File: src/hdl/chtab_pkg.sv
// shared types, codes and constants of the chained hash table
package chtab_pkg;

  localparam int KEY_W   = 31;
  localparam int OP_W    = 2;
  localparam int STAT_W  = 2;
  localparam int CNT_W   = 7;
  localparam int DEPTH_W = 6;

  localparam int DEF_BUCKETS   = 16;
  localparam int DEF_POOL_SIZE = 64;

  // remainder unit takes this many key bits per cycle
  localparam int MOD_DIGIT_W = 4;
  localparam int MOD_STEPS   = (KEY_W + MOD_DIGIT_W - 1) / MOD_DIGIT_W;

  localparam logic [OP_W-1:0] OP_INSERT = 2'd0;
  localparam logic [OP_W-1:0] OP_DELETE = 2'd1;
  localparam logic [OP_W-1:0] OP_SEARCH = 2'd2;

  localparam logic [STAT_W-1:0] ST_OK   = 2'd0;
  localparam logic [STAT_W-1:0] ST_MISS = 2'd1;
  localparam logic [STAT_W-1:0] ST_FULL = 2'd2;

  typedef struct packed {
    logic [OP_W-1:0]  opcode;
    logic [KEY_W-1:0] key;
  } request_t;

  typedef struct packed {
    logic [STAT_W-1:0]  status;
    logic [CNT_W-1:0]   element_count;
    logic [DEPTH_W-1:0] chain_depth;
  } result_t;

  typedef struct packed {
    logic alloc;
    logic give_back;
  } pool_cmd_t;

  // index width for a store of n entries, at least one bit
  function automatic int idx_w(input int n);
    return (n > 1) ? $clog2(n) : 1;
  endfunction

endpackage

File: src/hdl/chained_hash_table_unit.sv
// hash table with separate chaining over a fixed node pool
//
// usage: present a request on req and raise start while busy is low; the
// request is taken at that clock edge and busy rises the next cycle. each
// request gives exactly one result on result, marked by done for a single
// cycle; the receiver cannot stall, it must take the result in that cycle.
// busy falls in the same cycle that done is high, so the next request can
// be taken right then.
// operation: the bucket index comes from a remainder unit that takes four
// key bits per cycle. insert then needs one head read and one write.
// search and delete walk the chain through the node memory, a read and
// then a compare per node. delete on an empty table and the unused opcode
// end right after the head lookup.
// reset: rst (synchronous) clears control state, then a clearing pass
// writes the null code to every bucket head, one per cycle, with busy high.
// node memories are not cleared: only linked nodes are read.
module chained_hash_table_unit #(
  parameter int BUCKETS   = chtab_pkg::DEF_BUCKETS,
  parameter int POOL_SIZE = chtab_pkg::DEF_POOL_SIZE
) (
  input  logic                clk,
  input  logic                rst,
  input  logic                start,
  output logic                busy,
  input  chtab_pkg::request_t req,
  output logic                done,
  output chtab_pkg::result_t  result
);
  import chtab_pkg::*;

  localparam int BW = idx_w(BUCKETS);
  localparam int IW = idx_w(POOL_SIZE);
  localparam int NW = $clog2(POOL_SIZE + 1);
  localparam logic [NW-1:0] NULL_CODE = NW'(POOL_SIZE);

  typedef enum logic [2:0] {
    S_CLR, S_IDLE, S_HASH, S_HEAD, S_FETCH, S_CHECK, S_CMP, S_INS
  } state_t;

  state_t           state;
  logic [BW-1:0]    clr_idx;
  logic [OP_W-1:0]  op;
  logic [KEY_W-1:0] key;
  logic [BW-1:0]    bkt;
  logic [NW-1:0]    cur;
  logic [NW-1:0]    prev;
  logic [NW-1:0]    depth;
  logic [NW-1:0]    entry_count;
  logic [NW-1:0]    cnt_inc;
  logic [NW-1:0]    cnt_dec;

  logic             mod_go;
  logic             mod_done;
  logic [BW-1:0]    mod_bkt;

  pool_cmd_t        pool_cmd;
  logic [IW-1:0]    pool_idx;
  logic             pool_empty;

  logic [NW-1:0]    bucket_head [BUCKETS];
  logic [NW-1:0]    head_q;
  logic             head_we;
  logic [BW-1:0]    head_waddr;
  logic [NW-1:0]    head_wdata;

  logic [KEY_W-1:0] node_key [POOL_SIZE];
  logic [NW-1:0]    node_next [POOL_SIZE];
  logic [KEY_W-1:0] key_q;
  logic [NW-1:0]    next_q;
  logic             node_we;
  logic             link_we;
  logic [IW-1:0]    node_waddr;
  logic [NW-1:0]    link_wdata;
  logic             hit;

  assign mod_go  = (state == S_IDLE) && start;
  assign busy    = (state != S_IDLE);
  assign cnt_inc = entry_count + NW'(1);
  assign cnt_dec = entry_count - NW'(1);
  assign hit     = (key_q == key);

  chtab_mod #(.BUCKETS(BUCKETS)) u_mod (
    .clk    (clk),
    .rst    (rst),
    .go     (mod_go),
    .key_in (req.key),
    .done   (mod_done),
    .bkt    (mod_bkt)
  );

  chtab_pool #(.POOL_SIZE(POOL_SIZE)) u_pool (
    .clk      (clk),
    .rst      (rst),
    .cmd      (pool_cmd),
    .give_idx (cur[IW-1:0]),
    .node_idx (pool_idx),
    .empty    (pool_empty)
  );

  // memory write controls
  always_comb begin
    head_we    = 1'b0;
    head_waddr = bkt;
    head_wdata = NULL_CODE;
    node_we    = 1'b0;
    link_we    = 1'b0;
    node_waddr = pool_idx;
    link_wdata = head_q;
    pool_cmd   = '0;
    unique case (state)
      S_CLR: begin
        head_we    = 1'b1;
        head_waddr = clr_idx;
      end
      S_CMP: begin
        if (hit && op == OP_DELETE) begin
          // unlink: predecessor or bucket head takes the successor
          if (prev == NULL_CODE) begin
            head_we    = 1'b1;
            head_wdata = next_q;
          end else begin
            link_we    = 1'b1;
            node_waddr = prev[IW-1:0];
            link_wdata = next_q;
          end
          pool_cmd.give_back = 1'b1;
        end
      end
      S_INS: begin
        if (!pool_empty) begin
          node_we        = 1'b1;
          head_we        = 1'b1;
          head_wdata     = NW'(pool_idx);
          pool_cmd.alloc = 1'b1;
        end
      end
      default: begin
      end
    endcase
  end

  always_ff @(posedge clk) begin
    if (head_we) begin
      bucket_head[head_waddr] <= head_wdata;
    end
    head_q <= bucket_head[bkt];
  end

  always_ff @(posedge clk) begin
    if (node_we) begin
      node_key[node_waddr] <= key;
    end
    if (node_we || link_we) begin
      node_next[node_waddr] <= link_wdata;
    end
    key_q  <= node_key[cur[IW-1:0]];
    next_q <= node_next[cur[IW-1:0]];
  end

  // sequencer
  always_ff @(posedge clk) begin
    if (rst) begin
      state       <= S_CLR;
      clr_idx     <= '0;
      entry_count <= '0;
      done        <= 1'b0;
    end else begin
      unique case (state)
        S_CLR: begin
          done    <= 1'b0;
          clr_idx <= clr_idx + BW'(1);
          if (clr_idx == BW'(BUCKETS - 1)) begin
            state <= S_IDLE;
          end
        end
        S_IDLE: begin
          done <= 1'b0;
          if (start) begin
            op    <= req.opcode;
            key   <= req.key;
            state <= S_HASH;
          end
        end
        S_HASH: begin
          done <= 1'b0;
          if (mod_done) begin
            bkt   <= mod_bkt;
            state <= S_HEAD;
          end
        end
        S_HEAD: begin
          priority if (op == OP_INSERT) begin
            done  <= 1'b0;
            state <= S_INS;
          end else if (op == OP_SEARCH || (op == OP_DELETE && entry_count != '0)) begin
            done  <= 1'b0;
            state <= S_FETCH;
          end else begin
            done   <= 1'b1;
            result <= '{status: ST_MISS, element_count: CNT_W'(entry_count),
                        chain_depth: '0};
            state  <= S_IDLE;
          end
        end
        S_FETCH: begin
          done  <= 1'b0;
          cur   <= head_q;
          prev  <= NULL_CODE;
          depth <= '0;
          state <= S_CHECK;
        end
        S_CHECK: begin
          // walk guard: end of chain, bad link or pool-length walk
          if (cur >= NULL_CODE || depth == NULL_CODE) begin
            done   <= 1'b1;
            result <= '{status: ST_MISS, element_count: CNT_W'(entry_count),
                        chain_depth: '0};
            state  <= S_IDLE;
          end else begin
            done  <= 1'b0;
            state <= S_CMP;
          end
        end
        S_CMP: begin
          if (hit) begin
            done  <= 1'b1;
            state <= S_IDLE;
            if (op == OP_DELETE) begin
              entry_count <= cnt_dec;
              result <= '{status: ST_OK, element_count: CNT_W'(cnt_dec),
                          chain_depth: DEPTH_W'(depth)};
            end else begin
              result <= '{status: ST_OK, element_count: CNT_W'(entry_count),
                          chain_depth: DEPTH_W'(depth)};
            end
          end else begin
            done  <= 1'b0;
            prev  <= cur;
            cur   <= next_q;
            depth <= depth + NW'(1);
            state <= S_CHECK;
          end
        end
        S_INS: begin
          done  <= 1'b1;
          state <= S_IDLE;
          if (pool_empty) begin
            result <= '{status: ST_FULL, element_count: CNT_W'(entry_count),
                        chain_depth: '0};
          end else begin
            entry_count <= cnt_inc;
            result <= '{status: ST_OK, element_count: CNT_W'(cnt_inc),
                        chain_depth: '0};
          end
        end
        default: begin
          done  <= 1'b0;
          state <= S_IDLE;
        end
      endcase
    end
  end

`ifndef SYNTHESIS
  a_done_single: assert property (@(posedge clk) disable iff (rst)
    done |=> !done)
    else $error("result strobe held longer than one cycle");

  a_accept_busy: assert property (@(posedge clk) disable iff (rst)
    (start && !busy) |=> busy)
    else $error("request taken but busy did not rise");

  a_count_bound: assert property (@(posedge clk) disable iff (rst)
    entry_count <= NULL_CODE)
    else $error("entry count exceeds pool size");

  a_pool_count: assert property (@(posedge clk) disable iff (rst)
    pool_empty == (entry_count == NULL_CODE))
    else $error("free pool and entry count disagree");
`endif

endmodule

File: src/hdl/chtab_mod.sv
// iterative key modulo bucket-count unit, MOD_DIGIT_W key bits per cycle
module chtab_mod #(
  parameter int BUCKETS = chtab_pkg::DEF_BUCKETS
) (
  input  logic                                        clk,
  input  logic                                        rst,
  input  logic                                        go,
  input  logic [chtab_pkg::KEY_W-1:0]                 key_in,
  output logic                                        done,
  output logic [chtab_pkg::idx_w(BUCKETS)-1:0]        bkt
);
  import chtab_pkg::*;

  localparam int BW    = idx_w(BUCKETS);
  localparam int RW    = BW + 1;
  localparam int PAD_W = MOD_STEPS * MOD_DIGIT_W;
  localparam int CW    = idx_w(MOD_STEPS);
  localparam logic [RW-1:0] DIV = RW'(BUCKETS);

  logic          running;
  logic [CW-1:0] cnt;
  logic [PAD_W-1:0] sh;
  logic [BW-1:0] rem;
  logic [BW-1:0] rem_next;
  logic [RW-1:0] r;

  // r = (2r + bit) mod BUCKETS, one compare and subtract per bit
  always_comb begin
    r = RW'(rem);
    for (int i = 0; i < MOD_DIGIT_W; i++) begin
      r = {r[RW-2:0], sh[PAD_W-1-i]};
      if (r >= DIV) begin
        r = r - DIV;
      end
    end
    rem_next = r[BW-1:0];
  end

  always_ff @(posedge clk) begin
    if (rst) begin
      running <= 1'b0;
      done    <= 1'b0;
      cnt     <= '0;
    end else begin
      if (go) begin
        sh      <= PAD_W'(key_in);
        rem     <= '0;
        cnt     <= '0;
        running <= 1'b1;
        done    <= 1'b0;
      end else if (running) begin
        sh  <= sh << MOD_DIGIT_W;
        rem <= rem_next;
        cnt <= cnt + CW'(1);
        if (cnt == CW'(MOD_STEPS - 1)) begin
          running <= 1'b0;
          done    <= 1'b1;
        end else begin
          done <= 1'b0;
        end
      end else begin
        done <= 1'b0;
      end
    end
  end

  assign bkt = rem;

endmodule

File: src/hdl/chtab_pool.sv
// free node allocator: fresh-node counter plus a stack of recycled nodes
module chtab_pool #(
  parameter int POOL_SIZE = chtab_pkg::DEF_POOL_SIZE
) (
  input  logic                                   clk,
  input  logic                                   rst,
  input  chtab_pkg::pool_cmd_t                   cmd,
  input  logic [chtab_pkg::idx_w(POOL_SIZE)-1:0] give_idx,
  output logic [chtab_pkg::idx_w(POOL_SIZE)-1:0] node_idx,
  output logic                                   empty
);
  import chtab_pkg::*;

  localparam int IW = idx_w(POOL_SIZE);
  localparam int NW = $clog2(POOL_SIZE + 1);

  logic [NW-1:0] fresh;
  logic [NW-1:0] rcnt;
  logic [NW-1:0] rcnt_m1;
  logic [IW-1:0] stack [POOL_SIZE];
  logic [IW-1:0] stack_q;

  assign rcnt_m1  = rcnt - NW'(1);
  assign node_idx = (rcnt != '0) ? stack_q : fresh[IW-1:0];
  assign empty    = (rcnt == '0) && (fresh == NW'(POOL_SIZE));

  always_ff @(posedge clk) begin
    if (rst) begin
      fresh <= '0;
      rcnt  <= '0;
    end else begin
      if (cmd.alloc) begin
        if (rcnt != '0) begin
          rcnt <= rcnt_m1;
        end else begin
          fresh <= fresh + NW'(1);
        end
      end else if (cmd.give_back) begin
        rcnt <= rcnt + NW'(1);
      end
    end
  end

  // top of stack is read every cycle into a register, so it settles in the cycle after a change
  always_ff @(posedge clk) begin
    if (cmd.give_back) begin
      stack[rcnt[IW-1:0]] <= give_idx;
    end
    stack_q <= stack[rcnt_m1[IW-1:0]];
  end

endmodule

File: config.mk
export PLATFORM = sky130hd
export DESIGN_NAME = chained_hash_table_unit
export DESIGN_NICKNAME = d
export VERILOG_FILES = /design/src/hdl/chtab_pkg.sv /design/src/hdl/chained_hash_table_unit.sv /design/src/hdl/chtab_mod.sv /design/src/hdl/chtab_pool.sv
export SDC_FILE = /design/constraint.sdc
export NUM_CORES = 2
export LEC_CHECK = 0
export BUFFER_PORTS_ARGS = -buffer_cell sky130_fd_sc_hd__buf_2
export CORE_ASPECT_RATIO = 0.8
export CORE_MARGIN = 2
export CORE_UTILIZATION = 40
export DETAILED_ROUTE_END_ITERATION = 10
export PLACE_DENSITY = 0.55
export SLEW_MARGIN = 0
export SYNTH_ARGS = -nofsm -noshare
export SYNTH_HDL_FRONTEND = slang
export SYNTH_SLANG_ARGS = --single-unit
File: constraint.sdc
create_clock -name clk -period 5.5 [get_ports clk]
set_input_delay 1.1 -clock clk [delete_from_list [all_inputs] [get_ports clk]]
set_output_delay 1.1 -clock clk [all_outputs]
set_load 0.02 [all_outputs]
==> out/qor.log <==
qor: clock_tree.clock_tree.buffer_depth 4
qor: synth.synth_sequential_area_ratio 77.5%
qor: synth.synth_edf_count 3037
qor: finish.finish.net_count 5488
qor: hold_path.timing.hold.worst.class in -> reg
qor: timing.timing.final.max_slew_violations 0
qor: synth.post_synthesis_average_cell_area 23.5 um2
qor: timing.final_hold_viol_count 0
qor: die.effective_utilization_at_floorplan 40.3%
qor: setup_path.cp_cell_sequence inv_1 -> ha_4 -> nand2b_4 -> or4_4 -> mux2i_1 -> nor3_1 -> o21ai_4 -> nor2_4
qor: synth.synthesis.nets 5152
qor: global_route.globalRouteOverflowTotal 0
qor: route.detail_route.first_pass.iterations 5
qor: clock_tree.cts_tree yes
qor: synth.post_synth_inst_count 5104
qor: die.rows 179
qor: route.route.final.wire_length 305000 um
qor: clock_tree.cts_post_setup_buffers_inserted 0
qor: setup_path.worstReg2RegEnd node_key[31][0]
qor: synth.top_cells_by_instance_count_after_synthesis 3037 x sky130_fd_sc_hd__edfxtp_1, 946 x sky130_fd_sc_hd__mux4_2, 251 x sky130_fd_sc_hd__nor2_1, 146 x sky130_fd_sc_hd__clkbuf_1, 90 x sky130_fd_sc_hd__nand2_1
qor: route.routed_wire_length_on_met2 141000 um
qor: clock_tree.cts_root_buf sky130_fd_sc_hd__clkbuf_16
qor: clock_tree.cts_sinks 3122
qor: synth.yosys.area.top_type sky130_fd_sc_hd__edfxtp_1
qor: global_route.grt_total_usage 19.9%
qor: synth.synth_top_area_share 76.1%
qor: hold_path.timing.hold.worst.start req[28]
qor: status.run_status finished, final reports clean
qor: global_route.wire_length_of_the_first_global_routing_pass 431000 um
qor: die.floorplan.die_area 304000 um2
qor: setup_path.critPathSlowestCell sky130_fd_sc_hd__nor2_4
qor: timing.fin_crit_sh 79.8%
qor: route.drtAntennaViolNets 0
qor: clock_tree.cts-resized-gates 0
qor: global_route.first_global_vias 55509
qor: setup_path.worst_ep_arrival_time 4.85 ns
qor: die.die-height 494 um
qor: route.drt_drc_violations_left 0
qor: clock_tree.cts_inserted_buffers 307
qor: timing.finalClockSkew 0.0627 ns
qor: setup_path.slowest_delay 1.03 ns
qor: synth.netlist-cell-type-count 75
qor: synth.synth_flop_cell sky130_fd_sc_hd__edfxtp_1
qor: setup_path.reg2reg_slack 1.11 ns
qor: hold_path.hold_depth 1
qor: setup_path.cp_max_fo 31
qor: hold_path.min_delay_worst_endpoint key[28]
qor: placed_design.place.gp.congestion 0.806
qor: setup_path.reg2regPathDepth 8
qor: timing.fmaxAchievable 228 MHz
qor: route.dr_total_vias 55068
qor: placed_design.io_buffers 52
qor: finish.area_growth 14.0%
qor: setup_path.critPathRequiredTime 5.96 ns
qor: pwr.worst_ir_drop_vdd 0.251 mV
qor: pwr.p_leak 41.7 nW
qor: route.detailroute.wirelength.met3 21500 um
qor: clock_tree.cts_hold_buffers 0
qor: synth.synth.cell_area 120000 um2
qor: die.boundaryPins 53
qor: route.met1Wirelength 136000 um
qor: synth.synth_async_sr_flop_share 0%
qor: setup_path.timing.setup.critical_path_class reg -> reg
qor: timing.finalSetupViolations 0
qor: pwr.powerDensity 341 nW/um2
qor: setup_path.end_kind register
qor: global_route.maximum_number_of_pins_on_one_net_before_global_route_repair 106
qor: clock_tree.clk_pin_slew_worst_paths 0.07 ns
qor: flow_run.maxCapViolCount 0
qor: die.core 298000 um2
qor: placed_design.hpwl 187000 um
qor: clock_tree.ctsHtreeMaxLevel 5
qor: timing.tns 0 ns
qor: synth.synth_warnings 0
qor: clock_tree.clk-insertion-delay-late 0.87 ns
qor: setup_path.critPathLaunchType register
qor: finish.drive_above_1_share 32.0%
qor: setup_path.timing.rr.start u_pool.rcnt[1]
qor: die.die_x 616 um
qor: timing.max_slew_headroom 14.3%
qor: timing.tightestPinTransition 1.29 ns
qor: timing.rsz0062_at_grt false
qor: synth.yosys-top-cells-area sky130_fd_sc_hd__edfxtp_1 76%, sky130_fd_sc_hd__mux4_2 18%, sky130_fd_sc_hd__dfxtp_1 1.4%
qor: pwr.design_power_total 0.0466 W
qor: global_route.grt_antenna_before_repair 21
qor: route.drt_first_iter_violations 6465
qor: route.wl_per_cell 31.5 um
qor: timing.finalCriticalPeriod 4.39 ns
qor: synth.yosysMostFrequentCell sky130_fd_sc_hd__edfxtp_1
qor: route.vias_per_cell 5.70
qor: route.maxUsedRoutingLayer met4
qor: synth.ys_seq_elements 3122
routing by layer:
layer  global-route usage [%]  up-vias
met5                        0        -
met2                     30.5     1927
met4                     4.20        0
met1                     29.8    30389
met3                     3.75      335
li1                         -    22417
how the worst max path moves through the flow:
stage / start / end / slack (ns) / depth (start not counted)
6_report: u_pool.rcnt[1] / node_key[31][0] / 1.11 / 8
5_1_grt: u_pool.rcnt[1] / node_key[31][0] / 0.98 / 8
4_1_cts: u_pool.rcnt[1] / node_key[31][12] / 1.11 / 8
3_5_place_dp: u_pool.rcnt[1] / node_key[31][12] / 1.17 / 8
3_3_place_gp: u_pool.rcnt[1] / node_key[31][14] / 1.20 / 8
2_1_floorplan: u_pool.rcnt[0] / node_key[57][0] / 0.83 / 13
cell families after synthesis:
kind of cell / after synthesis / share of synthesized area [%]
flip-flops: 3122 / 77.5
multiplexers: 1005 / 18.3
AND/OR/NAND/NOR: 504 / 1.94
buffers and inverters: 284 / 1.01
AO/OA/AOI/OAI: 114 / 0.670
XOR/XNOR: 63 / 0.460
adder cells (fa/ha/maj): 12 / 0.125
report_power, final:
group | switching (W) | total, W | internal, W
registers | 0.00000698 | 0.0257 | 0.0257
logic | 0.0000794 | 0.000105 | 0.0000252
clock network | 0.00882 | 0.0208 | 0.0120
total | 0.00891 | 0.0466 | 0.0377
through the flow:
step	area, um2	instances	worst slack [ns]	hold slack, ns	utilization (%)
floorplan	120000	5104	0.832	0.400	-
global placement	127000	9113	1.20	0.481	42.6
detailed placement	127000	9113	1.17	0.487	42.6
CTS	137000	9657	1.11	0.378	45.9
global route	137000	9659	0.981	0.408	45.9
finish	137000	9664	1.11	0.444	45.9
layout make-up:
type	count	area, um2
tap	3982	4980
clock buffer	383	8170
timing repair buffer	295	2580
inverter	16	60.1
clock inverter	161	1600
multi-input combinational	1698	26400
fill	24596	161000
antenna	7	17.5
sequential	3122	92900
worst max-delay path: cells and delay by family (launching register included):
family / cells / cell delay, ns
compound gates: 1 / 0.43
fa+ha+maj: 1 / 0.21
buf+inv: 1 / 0.20
mux: 1 / 0.29
simple gates: 4 / 2.34
flops: 1 / 0.41
cells in the final DEF, fill, tap and decap left out, drive strengths merged, types with 5 or more instances in the layout:
cell type	instances
nand2	92
mux4	946
inv	25
a21oi	20
bufinv	30
o21ai	38
nor2	261
edfxtp	3037
and3	16
o22ai	8
a21o	7
xnor2	43
a211oi	8
diode	7
clkinv	118
dfxtp	85
nor3b	6
mux2i	22
nand3	16
or3	9
mux2	37
a31oi	5
clkbuf	383
nor4	8
nor3	24
and2	23
buf	295
xor2	20
ha	12
nand4	19
nor2b	14
flip-flops by register name (all words and copies together), names as in the netlist, 15 cells and up:
register	cells
node_key	1984
key_q	31
result	15
u_pool.stack	384
key	31
node_next	448
u_mod.sh	32
bucket_head	112
Power figures use the tool's default switching activity.
